$ cat src/rtl/mpsc_pkg.sv
// ----------------------------------------------------------------------------
// mpsc_pkg: shared types, constants and helpers
// Fixed-point format, register indexes, reset values and saturating helpers
// for the Mandelbrot smooth-color pixel unit.
// ----------------------------------------------------------------------------
package mpsc_pkg;

    localparam int FRAC_BITS        = 60;
    localparam int PIXEL_INDEX_BITS = 12;
    localparam int PIX_IN_W         = 12;
    localparam int IDX_W            = (PIXEL_INDEX_BITS < PIX_IN_W) ?
                                      PIXEL_INDEX_BITS : PIX_IN_W;
    localparam int LOG_FRAC         = 16;
    localparam int LOG_CNT_W        = $clog2(LOG_FRAC);
    localparam int QDEPTH           = 2;
    localparam int QPTR_W           = $clog2(QDEPTH);

    // Register indexes on the configuration port
    localparam logic [2:0] REG_CORNER_RE   = 3'd0;
    localparam logic [2:0] REG_CORNER_IM   = 3'd1;
    localparam logic [2:0] REG_PIXEL_STEP  = 3'd2;
    localparam logic [2:0] REG_MAX_ITER    = 3'd3;
    localparam logic [2:0] REG_COLOR_SCALE = 3'd4;
    localparam logic [2:0] REG_OFFSET_RED  = 3'd5;
    localparam logic [2:0] REG_OFFSET_GRN  = 3'd6;
    localparam logic [2:0] REG_OFFSET_BLU  = 3'd7;

    localparam logic [15:0]       RST_MAX_ITER    = 16'd5000;
    localparam logic [23:0]       RST_COLOR_SCALE = 24'd1365393;
    localparam logic signed [8:0] RST_OFFSET_RED  = 9'sd30;
    localparam logic signed [8:0] RST_OFFSET_GRN  = -9'sd80;
    localparam logic signed [8:0] RST_OFFSET_BLU  = 9'sd80;

    // 1.75 in Q.16
    localparam logic signed [33:0] SMOOTH_BIAS = 34'sd114688;

    typedef struct packed {
        logic signed [63:0] re;
        logic signed [63:0] im;
    } t_point;

    typedef struct packed {
        logic        valid;
        logic [63:0] a;
        logic [63:0] b;
    } t_mul_req;

    typedef struct packed {
        logic         valid;
        logic [127:0] prod;
    } t_mul_rsp;

    typedef struct packed {
        logic       done;
        logic [6:0] e;
        logic [15:0] frac;
    } t_log_rsp;

    function automatic logic signed [63:0] sat_add(input logic signed [63:0] a,
                                                   input logic signed [63:0] b);
        logic signed [64:0] s;
        s = {a[63], a} + {b[63], b};
        if (s[64] != s[63]) begin
            sat_add = s[64] ? {1'b1, 63'd0} : {1'b0, {63{1'b1}}};
        end else begin
            sat_add = s[63:0];
        end
    endfunction

    function automatic logic [63:0] abs64(input logic signed [63:0] a);
        abs64 = a[63] ? 64'(-a) : 64'(a);
    endfunction

endpackage

$ cat src/rtl/mpsc_queue.sv
// ----------------------------------------------------------------------------
// mpsc_queue: point queue
// Short first-in first-out buffer between the front and the back.
// ----------------------------------------------------------------------------
module mpsc_queue (
    input  logic             i_clk,
    input  logic             i_rst_n,
    input  logic             i_push_valid,
    output logic             o_push_ready,
    input  mpsc_pkg::t_point i_point,
    output logic             o_pop_valid,
    input  logic             i_pop_ready,
    output mpsc_pkg::t_point o_point
);
    import mpsc_pkg::*;

    t_point            r_mem [QDEPTH];
    logic [QPTR_W-1:0] r_wp;
    logic [QPTR_W-1:0] r_rp;
    logic [QPTR_W:0]   r_cnt;
    logic              push;
    logic              pop;

    assign o_push_ready = (r_cnt != (QPTR_W+1)'(QDEPTH));
    assign o_pop_valid  = (r_cnt != '0);
    assign push         = i_push_valid && o_push_ready;
    assign pop          = o_pop_valid && i_pop_ready;
    assign o_point      = r_mem[r_rp];

    always_ff @(posedge i_clk) begin
        if (!i_rst_n) begin
            r_wp  <= '0;
            r_rp  <= '0;
            r_cnt <= '0;
        end else begin
            if (push) r_wp <= r_wp + 1'b1;
            if (pop)  r_rp <= r_rp + 1'b1;
            if (push && !pop)      r_cnt <= r_cnt + 1'b1;
            else if (pop && !push) r_cnt <= r_cnt - 1'b1;
        end
        if (push) r_mem[r_wp] <= i_point;
    end

endmodule

$ cat config.mk
export PLATFORM = sky130hd
export DESIGN_NAME = mpsc_queue
export DESIGN_NICKNAME = d
export VERILOG_FILES = /design/src/rtl/mpsc_pkg.sv /design/src/rtl/mpsc_queue.sv
export SDC_FILE = /design/constraint.sdc
export NUM_CORES = 1
export LEC_CHECK = 0
export BUFFER_PORTS_ARGS = -buffer_cell sky130_fd_sc_hd__buf_2
export CORE_MARGIN = 5
export CORE_UTILIZATION = 30
export CTS_CLUSTER_SIZE = 30
export DETAILED_ROUTE_END_ITERATION = 6
export GPL_TIMING_DRIVEN = 0
export PLACE_DENSITY_LB_ADDON = 0.2
export SETUP_SLACK_MARGIN = 0.1
export SLEW_MARGIN = 30
export SYNTH_ARGS = -nofsm -noshare
export SYNTH_HDL_FRONTEND = slang
export SYNTH_SLANG_ARGS = --single-unit
$ cat constraint.sdc
create_clock -name i_clk -period 5.6 [get_ports i_clk]
set_input_delay 1.4 -clock i_clk [delete_from_list [all_inputs] [get_ports i_clk]]
set_output_delay 1.4 -clock i_clk [all_outputs]
set_load 0.03 [all_outputs]
# [Word level (Yosys, flattened, before mapping)]
# Memory sizes are Yosys's and may differ from the RTL's. A register that Yosys moved wholly into a read port is not among the register bits.
# Index checks and enable logic that the tools add are counted.
[word_totals] reg_bits=4 mem_bits_rw=256 inputBits=132 out_inout_bits=130 mem_count=1
[mem_list] name="r_mem" depth=2 word_bits=128 rd=1 rd_clocked_by_memory_dff=1 wr=1 line_no="mpsc_queue.sv:17" source="t_point r_mem [QDEPTH];"
[classes] addsub=4 n_eq_ne=1 mux=6 reduce_logical=8
[ops] op="$logic_and A1 B1 Y1" count=4
[ops] op="$mux W1" count=4
[ops] op="$mux W2" count=2
[ops] op="$reduce_bool A2 Y1" count=2
[ops] op="$add A1 B1 Y1 const B" count=2
[ops] op="$add A2 B1 Y2 const B" count=1
[ops] op="$logic_not A1 Y1" count=2
[ops] op="$ne A2 B2 Y1 const B" count=1
[ops] op="$sub A2 B1 Y2 const B" count=1

# [Logic depth before layout (Yosys ltp)]
[depth] word_depth=6 ltp_mapped=6 ltp_nobuf=6

# [Worst setup path before layout]
# OpenSTA, ideal clock, no wires.
[synth_timing] path_type="in2reg" startpoint="input port i_push_valid" endpoint="memory r_mem[1][0] in the netlist's numbering, enable pin" setup_ns=0.503 arrival_time_ns=4.397 required_ns=5.097 setup_slack_ns=0.700 stages=1 path_buffers=0 path_cell_list="and3_1"
[synth_via] elab_chain_len=3
[synth_rtl] item="start: declaration" line_no="mpsc_queue.sv:8" source="input logic i_push_valid,"
[synth_rtl] item="$logic_and A1 B1 Y1" line_no="mpsc_queue.sv:26" source="assign push = i_push_valid && o_push_ready;"
[synth_rtl] item="$mux W1" line_no="mpsc_queue.sv:41" source="if (push) r_mem[r_wp] <= i_point;"
[synth_rtl] item="$mux W1 (implied by the code)" line_no="mpsc_queue.sv:41"
[synth_rtl] item="end: declaration" line_no="mpsc_queue.sv:17"
# Every way passes these cells.

==> results by group <==
Route
  – DR iter-0 viols: 149
  – Vias per cell: 4.30
  – Final WL: 20.5 mm
  – Drt drc: 0
  – DR vias: 4890
  – Post-DR wirelength/cell: 18.0 um
  – Antenna Violating Nets Remaining: 0
  – Drt first pass iters: 4

Placement
  – Setup WS pre-CTS: 2.63 ns
  – Placer Congestion: 0.710
  – Area of placed instances: 11400 um^2
  – Dpl hpwl: 14.3 mm
  – Port Buffers: 261

Clock network
  – Post-CTS Setup Repair Bufs: 0
  – Clock transition at path regs: 0.06 ns
  – CTS tree: done
  – Root buffer cell: clkbuf_16
  – H-Tree Depth: 1
  – Cts hold-fix bufs: 0
  – Max clock buf depth: 3
  – Clock sink count: 261
  – Clock latency on the worst-skew pair: 0.53 ns
  – Num CTS Buffers: 29
  – # resized after CTS: 0

STA
  – Slew Limit Headroom: 53.9%
  – Fin worst setup slack: 2.30 ns
  – Final Hold Viols: 0
  – Crit share post-route: 58.9%
  – Final number of setup-violating endpoints: 0
  – Min Hold Slack: 0.589 ns
  – Final TNS setup: 0 ns
  – Clock Skews: 0.0102 ns
  – Max Fclk: 303 MHz
  – RSZ-0062 raised after global routing: false
  – Fin. max-slew vios: 0
  – Period minus WS final: 3.30 ns
  – Slew @ Worst Pin: 0.692 ns

Cells and area
  – Post-Layout Inst Area: 12300 um^2
  – Diode count: 0
  – Area Growth Syn to Fin: 29.1%
  – Ratio of cells with drive above 1 in the final layout: 60.9%
  – Layout net count: 850
  – Core Util, Final: 39.0%

Min path
  – HP Class: flip-flop to flip-flop

Global routing
  – Vias in the first global route: 5382
  – Initial antenna violation count: 1
  – Global-route wire length before repair: 31.1 mm
  – GR Overflow Total: 0
  – Largest net degree at the start of global routing: 66
  – Gr usage total: 11.1%

Yosys
  – Count leader, synth: edfxtp_1
  – YS warnings: 0
  – Post-synth top area cell: edfxtp_1
  – Top_reg_cell synth: edfxtp_1
  – Avg Cell Area, Syn: 22.5 um^2
  – Sequential share of the synthesized area: 81.9%
  – Top cell type's share of synthesized area: 80.8%
  – Ranking of synthesized cells by area: edfxtp_1, mux2_2, buf_6
  – Mapped Area: 9510 um^2
  – Syn Nets: 555
  – Post-synth top cells: edfxtp_1, mux2_2, buf_6
  – Async set or reset register ratio after synthesis: 0%
  – Post-Syn Instances: 422
  – Cell variety after synth: 20
  – Synthesized flop and latch total: 261
  – EDFF count, synth: 256

Floorplanning
  – Die width: 188 um
  – Die area: 35400 um^2
  – Num rows: 65
  – Core area: 31500 um^2
  – I/O pin cnt: 262
  – Die Ht: 188 um
  – Starting Density: 30.2%

Run
  – Max Cap Viol: 0

Worst setup path
  – Max incr delay on CP: 0.34 ns
  – CP Buf/Inv Count: 3
  – Kind of end point of the critical path: output pin
  – CP top delay family: buffers and inverters
  – CP arrival: 1.90 ns
  – Slowest stage cell, crit path: mux2_2
  – Startpoint types: flip-flop
  – Worst-path fanout max: 10
  – Worst EP required: 4.20 ns
  – Kind of critical path: flip-flop to output pin
  – Crit-path cells: buf_4 -> buf_6 -> mux2_2 -> buf_2

Outcome
  – Status: completed

Power
  – Static Leak: 0.00452 uW
  – Power Density: 492 nW/um^2
  – VDD IR max: 406 uV
[worst paths after layout]
path	from	endpoint	slack (ns)	cells after the start
min	r_rp	r_rp	0.59	2
min reg2reg	r_rp	r_rp	0.59	2
max reg2reg	r_cnt[0]	r_mem[0][18]	3.56	4
max	flip-flop	o_point[65]	2.30	4
[layout by cell type, fill, tap and decap left out, drive strengths merged, types with 2 or more instances in the layout]
cell type,synthesis,layout
clkbuf,0,36
bufinv,0,2
edfxtp,256,256
dfxtp,5,5
xnor2,2,2
and2,4,4
buf,14,278
o21ai,2,2
a21boi,2,2
clkinv,0,10
mux2,128,128
inv,1,2
[cells by family (layout without fill, tap and decap cells)]
family,count (synthesis),count (layout),share of synthesized area [%]
AOI/OAI and AO/OA,5,5,0.368
xor gates and xnor gates,3,3,0.276
adders and majority gates,1,1,0.131
buffers and inverters,15,329,1.54
DFF,261,261,81.9
muxes,128,128,15.1
and+or+nand+nor,9,9,0.684
[metal layers]
metal	vias up	routed length, um	part of all wire (%)	global-route usage (%)
li1	2270	-	-	-
met1	2422	7860	38	12.9
met2	160	10500	51	19.6
met3	36	1650	8.1	3.59
met4	2	432	2.1	3.25
met5	-	11	0.054	0
[power breakdown]
part / internal (uW) / switching [uW]
registers: 2440 / 56.4
clock network: 1030 / 713
logic: 641 / 1160
[sequential cells by signal, indices dropped and copies added (netlist names), named ones only]
register / count
r_wp: 1
r_rp: 1
r_cnt: 2
r_mem: 256
[through the flow]
step	power [uW]	std cells
2_1_floorplan	3850	422
3_3_place_gp	4370	1085
3_5_place_dp	4380	1088
4_1_cts	6170	1138
5_1_grt	6340	1138
6_report	6040	1138
[area by class of cell]
| type | instances | area (um^2) |
|---|---|---|
| timing repair buffer | 264 | 1380 |
| tap | 402 | 503 |
| inverter | 1 | 11.3 |
| clock inverter | 14 | 119 |
| multi-input combinational | 146 | 1590 |
| buffer | 14 | 143 |
| clock buffer | 36 | 752 |
| fill | 2913 | 19200 |
| sequential | 261 | 7790 |
[worst register-to-register path: stages (launching register included)]
cell,delay (ns)
dfxtp_1,0.43
nand2b_4,0.19
nand3b_1,0.22
inv_8,0.43
buf_16,0.35
Note: power is estimated with default switching activity, not from simulation.
