==> src/rtl/mpsc_pkg.sv <==
// ----------------------------------------------------------------------------
// mpsc_pkg: shared types, constants and helpers
// Fixed-point format, register indexes, reset values and saturating helpers
// for the Mandelbrot smooth-color pixel unit.
// ----------------------------------------------------------------------------
package mpsc_pkg;

    localparam int FRAC_BITS        = 60;
    localparam int PIXEL_INDEX_BITS = 12;
    localparam int PIX_IN_W         = 12;
    localparam int IDX_W            = (PIXEL_INDEX_BITS < PIX_IN_W) ?
                                      PIXEL_INDEX_BITS : PIX_IN_W;
    localparam int LOG_FRAC         = 16;
    localparam int LOG_CNT_W        = $clog2(LOG_FRAC);
    localparam int QDEPTH           = 2;
    localparam int QPTR_W           = $clog2(QDEPTH);

    // Register indexes on the configuration port
    localparam logic [2:0] REG_CORNER_RE   = 3'd0;
    localparam logic [2:0] REG_CORNER_IM   = 3'd1;
    localparam logic [2:0] REG_PIXEL_STEP  = 3'd2;
    localparam logic [2:0] REG_MAX_ITER    = 3'd3;
    localparam logic [2:0] REG_COLOR_SCALE = 3'd4;
    localparam logic [2:0] REG_OFFSET_RED  = 3'd5;
    localparam logic [2:0] REG_OFFSET_GRN  = 3'd6;
    localparam logic [2:0] REG_OFFSET_BLU  = 3'd7;

    localparam logic [15:0]       RST_MAX_ITER    = 16'd5000;
    localparam logic [23:0]       RST_COLOR_SCALE = 24'd1365393;
    localparam logic signed [8:0] RST_OFFSET_RED  = 9'sd30;
    localparam logic signed [8:0] RST_OFFSET_GRN  = -9'sd80;
    localparam logic signed [8:0] RST_OFFSET_BLU  = 9'sd80;

    // 1.75 in Q.16
    localparam logic signed [33:0] SMOOTH_BIAS = 34'sd114688;

    typedef struct packed {
        logic signed [63:0] re;
        logic signed [63:0] im;
    } t_point;

    typedef struct packed {
        logic        valid;
        logic [63:0] a;
        logic [63:0] b;
    } t_mul_req;

    typedef struct packed {
        logic         valid;
        logic [127:0] prod;
    } t_mul_rsp;

    typedef struct packed {
        logic       done;
        logic [6:0] e;
        logic [15:0] frac;
    } t_log_rsp;

    function automatic logic signed [63:0] sat_add(input logic signed [63:0] a,
                                                   input logic signed [63:0] b);
        logic signed [64:0] s;
        s = {a[63], a} + {b[63], b};
        if (s[64] != s[63]) begin
            sat_add = s[64] ? {1'b1, 63'd0} : {1'b0, {63{1'b1}}};
        end else begin
            sat_add = s[63:0];
        end
    endfunction

    function automatic logic [63:0] abs64(input logic signed [63:0] a);
        abs64 = a[63] ? 64'(-a) : 64'(a);
    endfunction

endpackage

==> src/rtl/mpsc_front.sv <==
// ----------------------------------------------------------------------------
// mpsc_front: pixel to point mapping
// Accepts pixel items, multiplies the indexes by the step and adds the
// corner with saturation, then pushes the point into the queue.
// ----------------------------------------------------------------------------
module mpsc_front (
    input  logic                       i_clk,
    input  logic                       i_rst_n,
    input  logic                       i_valid,
    output logic                       o_ready,
    input  logic [mpsc_pkg::PIX_IN_W-1:0] i_col,
    input  logic [mpsc_pkg::PIX_IN_W-1:0] i_row,
    input  logic signed [63:0]         i_corner_re,
    input  logic signed [63:0]         i_corner_im,
    input  logic [62:0]                i_step,
    output logic                       o_push_valid,
    input  logic                       i_push_ready,
    output mpsc_pkg::t_point           o_point
);
    import mpsc_pkg::*;

    logic                r_av;
    logic [IDX_W+62:0]   r_pc;
    logic [IDX_W+62:0]   r_pr;
    logic signed [63:0]  off_re;
    logic signed [63:0]  off_im;

    assign o_ready = !r_av || i_push_ready;

    always_ff @(posedge i_clk) begin
        if (!i_rst_n) begin
            r_av <= 1'b0;
        end else if (o_ready) begin
            r_av <= i_valid;
        end
        if (i_valid && o_ready) begin
            r_pc <= {63'd0, i_col[IDX_W-1:0]} * {{IDX_W{1'b0}}, i_step};
            r_pr <= {63'd0, i_row[IDX_W-1:0]} * {{IDX_W{1'b0}}, i_step};
        end
    end

    // clamp the offset to the positive 64-bit range
    assign off_re = (|r_pc[IDX_W+62:63]) ? {1'b0, {63{1'b1}}} : {1'b0, r_pc[62:0]};
    assign off_im = (|r_pr[IDX_W+62:63]) ? {1'b0, {63{1'b1}}} : {1'b0, r_pr[62:0]};

    assign o_push_valid = r_av;
    assign o_point.re   = sat_add(i_corner_re, off_re);
    assign o_point.im   = sat_add(i_corner_im, off_im);

endmodule

==> config.mk <==
export PLATFORM = sky130hd
export DESIGN_NAME = mpsc_front
export DESIGN_NICKNAME = d
export VERILOG_FILES = /design/src/rtl/mpsc_pkg.sv /design/src/rtl/mpsc_front.sv
export SDC_FILE = /design/constraint.sdc
export NUM_CORES = 2
export LEC_CHECK = 0
export ABC_AREA = 1
export BUFFER_PORTS_ARGS = -buffer_cell sky130_fd_sc_hd__buf_2
export CAP_MARGIN = 20
export CELL_PAD_IN_SITES_DETAIL_PLACEMENT = 1
export CELL_PAD_IN_SITES_GLOBAL_PLACEMENT = 1
export CORE_ASPECT_RATIO = 1.2
export CORE_MARGIN = 3
export CORE_UTILIZATION = 47
export DETAILED_ROUTE_END_ITERATION = 10
export GPL_TIMING_DRIVEN = 0
export PLACE_DENSITY = 0.95
export SYNTH_ARGS = -nofsm -noshare
export SYNTH_HDL_FRONTEND = slang
export SYNTH_SLANG_ARGS = --single-unit
==> constraint.sdc <==
create_clock -name i_clk -period 11.5 [get_ports i_clk]
set_input_delay 2.875 -clock i_clk [delete_from_list [all_inputs] [get_ports i_clk]]
set_output_delay 2.875 -clock i_clk [all_outputs]
set_load 0.005 [all_outputs]
; Yosys cells after proc, flatten, opt, wreduce, memory -nomap -nowiden
; Cells that the tools add are included.
[totals]
reg_bits = 151
out_inout_bits = 130
word_cells = 20
[op_classes]
n_addsub = 2
multipliers = 2
n_eq_ne = 2
muxes = 6
n_reduce_logical = 5
[op_table]
columns = cell, n
row1 = $mux 64, 4
row2 = $mul 12x63->75, 2
row3 = $add 64x64->65, 2
row4 = $mux 63, 2
row5 = $reduce_or 12->1, 2
row6 = $ne 1x1->1, 2
row7 = $logic_and 1x1->1, 1
row8 = $logic_not 1->1, 1
row9 = $logic_or 1x1->1, 1

; Longest topological paths before layout
[logic_depth]
ltp_word = 5
ltp_mapped = 28
depth_no_buf = 26

; Least setup slack after synthesis
; No wires, ideal clock.
[synth_timing]
path_type = input to register
start = input i_valid
end = register r_pc[0] (enable)
setup_ps = 708
arrival_ps = 10126
t_required_ps = 10792
setup_slack_ps = 665
stages = 2
cell_sequence = inv_1 a21oi_1
[synth_via]
elab_chain_cells = 1
[synth_lines]
columns = element, line
row1 = start: declaration, mpsc_front.sv:9  ; input logic i_valid,
row2 = $logic_and 1x1->1, mpsc_front.sv:36  ; if (i_valid && o_ready) begin
row3 = end signal: assignment, mpsc_front.sv:37  ; r_pc <= {63'd0, i_col[IDX_W-1:0]} * {{IDX_W{1'b0}}, i_step};
row4 = end: declaration, mpsc_front.sv:23  ; logic [IDX_W+62:0] r_pc;
; Every way passes these cells.
; A chain may end at the register's enable or synchronous reset.

; Final worst setup path
[layout_timing]
start = input i_col[8] (netlist name)
end = register r_pc[52], data pin
[layout_via]
elab_chain_cells = 1
[layout_lines]
columns = element, line
row1 = start: declaration, mpsc_front.sv:11  ; input logic [mpsc_pkg::PIX_IN_W-1:0] i_col,
row2 = $mul 12x63->75, mpsc_front.sv:37
; Every way passes these cells.

==> impl_metrics.yaml <==
drt:
  viasPerCell: 5.55
  drt_iter0_drc: 5646
  vias: 67291
  drt.antenna.violating_nets: 0
  dr.pass1.iters: 6
  drt_wl_total_mm: 293
  wl_per_cell_um: 24.2
  drcViolationCount: 0
placed_design:
  portBuffers: 324
  hpwl_mm: 259
  routabilityCongestion: 1.01
  placed_area_um2: 71000
  dpl_worst_slack_ns: 1.30
sta:
  layout_min_cycle_time_ns: 9.88
  slew_viol_final: 0
  worstMarginPinSlew_ns: 1.25
  grt_setup_unrepaired: "false"
  finalHoldViolCount: 0
  setup_violations: 0
  final.period_utilization: 0.859
  fin_skew_ns: 0.0394
  finalSetupTns_ns: 0
  max_freq_mhz: 101
  slew_headroom: 0.170
  timing.final.ws_setup_ns: 1.62
yosys:
  synth_area_leader_cell: "fa_1"
  synth_seq_cells: 151
  ys_types: 46
  netlist_instances: 9899
  syn-num-nets: 11692
  syn_avg_cell_area_um2: 6.76
  synth_top_area_frac: 0.366
  ys_warn_count: 0
  ys.flop_type: "edfxtp_1"
  synth-seq-area-share: 0.0676
  synth_edf_count: 150
  yosysMostFrequentCell: "nand2_1"
  yosys-top-cells-area: "fa_1 37%, nand2_1 19%, inv_1 15%"
  synth_top_cells_by_count: "3370 x nand2_1, 2689 x inv_1, 1222 x fa_1"
  async_flop_share: 0
  syn_area_um2: 66900
die:
  die_w_um: 350
  io_pins: 349
  start_util: 0.474
  dieHeight_um: 419
  dieArea_um2: 147000
  rows: 151
  coreArea_um2: 141000
cells_and_area:
  design_area_um2: 71800
  final_nets: 12055
  fillers: 19056
  ff_latch_area_um2: 4520
  drive_gt1_frac: 0.0436
  multi_input_area_um2: 51000
  synthToLayoutAreaGrowth_pct: 7.27
worst_setup_path:
  reg2regPathDepth: 4
  rrSetupSlack_ns: 9.46
  crit_fanout: 10
  worstSetupPathType: "primary input to register"
  cp-end-kind: "register"
  rr_endpoint: "r_pc[70]$_DFFE_PP_"
  crit_arrival_ns: 10.17
  reg2reg_from: "o_push_valid$_SDFFE_PN0N_"
  crit_required_ns: 11.79
  start_kind: "primary input"
clock_tree:
  clockBufferDepth: 2
  cts_resized: 0
  cts.sinks: 151
  clk_pin_slew_worst_paths_ns: 0.10
  worstSkewPairLatency_ns: 0.56
  numCtsBuffers: 17
  htree_levels: 4
  holdBufCountCts: 0
  post_cts_buffers: 0
  root_buffer: "clkbuf_16"
  cts_tree: "yes"
hold_path:
  min_path_cells: 2
  min-delay-start: "o_push_valid$_SDFFE_PN0N_"
  min_to: "o_push_valid$_SDFFE_PN0N_"
  min_path_type: "register to register"
global_routing:
  overflow: 0
  grt_pass1_vias: 74774
  grt_pass1_wl_mm: 435
  grt_max_degree: 34
  antenna_found_initial: 24
  grt_use_total: 0.398
job:
  cap_violations: 0
run_status:
  status: "complete, no violations"
==> worst max path at each step <==
stage / start / to / slack [ns]
finish: i_col[8] / r_pc[52]$_DFFE_PP_ / 1.62
floorplan: i_valid / r_pc[0]$_DFFE_PP_ / 0.67
global route: i_col[8] / r_pc[52]$_DFFE_PP_ / 1.50
global placement: i_valid / r_pr[71]$_DFFE_PP_ / -2.92
detailed placement: i_row[6] / r_pr[47]$_DFFE_PP_ / 1.30
CTS: i_row[6] / r_pr[47]$_DFFE_PP_ / 1.85
==> registers in the layout, indices dropped and copies added, names as in the netlist <==
name and count:
o_push_valid 1, r_pc 75, r_pr 75
==> layer usage <==
layer  share of wire  GRT usage  vias to the layer above
met5         0.00033          0                        -
met4           0.080      0.266                        8
met3           0.084     0.0791                     1248
met2            0.47      0.666                     3414
met1            0.37      0.462                    33456
li1                -          -                    29165
==> metrics by stage <==
step	hold WS (ns)	util	std cells
final	0.552	0.508	12132
after CTS	0.557	0.507	12102
after detailed placement	0.543	0.503	12070
after global placement	0.490	0.501	12059
after floorplan	0.523	-	9899
after global routing	0.589	0.508	12113
==> worst max-delay path, stage by stage <==
cell and delay, ns:
clkbuf_1 0.84, clkbuf_1 0.88, nand2_1 0.25, fa_1 0.69, inv_1 0.10, fa_1 0.57, fa_1 0.46, fa_1 0.50
inv_1 0.07, fa_1 0.53, inv_1 0.06, ha_1 0.44, nand2_1 0.17, nor2_1 0.17, nand2_1 0.06, o21ai_0 0.54
nand2_1 0.13, nand2_1 0.20, nand2_1 0.07, nand2_1 0.08, xor2_1 0.44
==> cell families after synthesis <==
kind of cell / share of synthesized area
compound gates: 0.0563
flops: 0.0676
xor+xnor: 0.0216
simple gates: 0.252
buf+inv: 0.171
fa+ha+maj: 0.431
==> placed cells by master (no fill, tap or decap), drive strengths merged, types with 2 or more instances in the layout <==
cell      instances
nand2          3381
inv            2697
fa             1222
nor2            604
buf             364
ha              352
a21oi           352
clkbuf          327
o21ai           209
nand3           180
edfxtp          150
xor2            134
nor3             44
o21bai           41
nand3b           37
xnor2            31
nand4            29
a21o             24
o21a             23
nor4             22
diode            21
a21boi           11
a31oi             9
and3              5
o211ai            5
or2               4
clkinv            4
and2              3
clkinvlp          3
o31ai             2
==> layout make-up <==
type                       instances  share of cell area
buffer                           328              0.0186
tap                             1836              0.0320
multi-input combinational       6728               0.710
sequential                       151              0.0630
clock inverter                    13             0.00167
antenna                           21            0.000732
clock buffer                      19             0.00603
inverter                        2692               0.141
timing repair buffer             344              0.0271
Power is left out: the tool's default activity adds up to more than one toggle a clock period on the data nets, which glitch-free logic cannot reach.
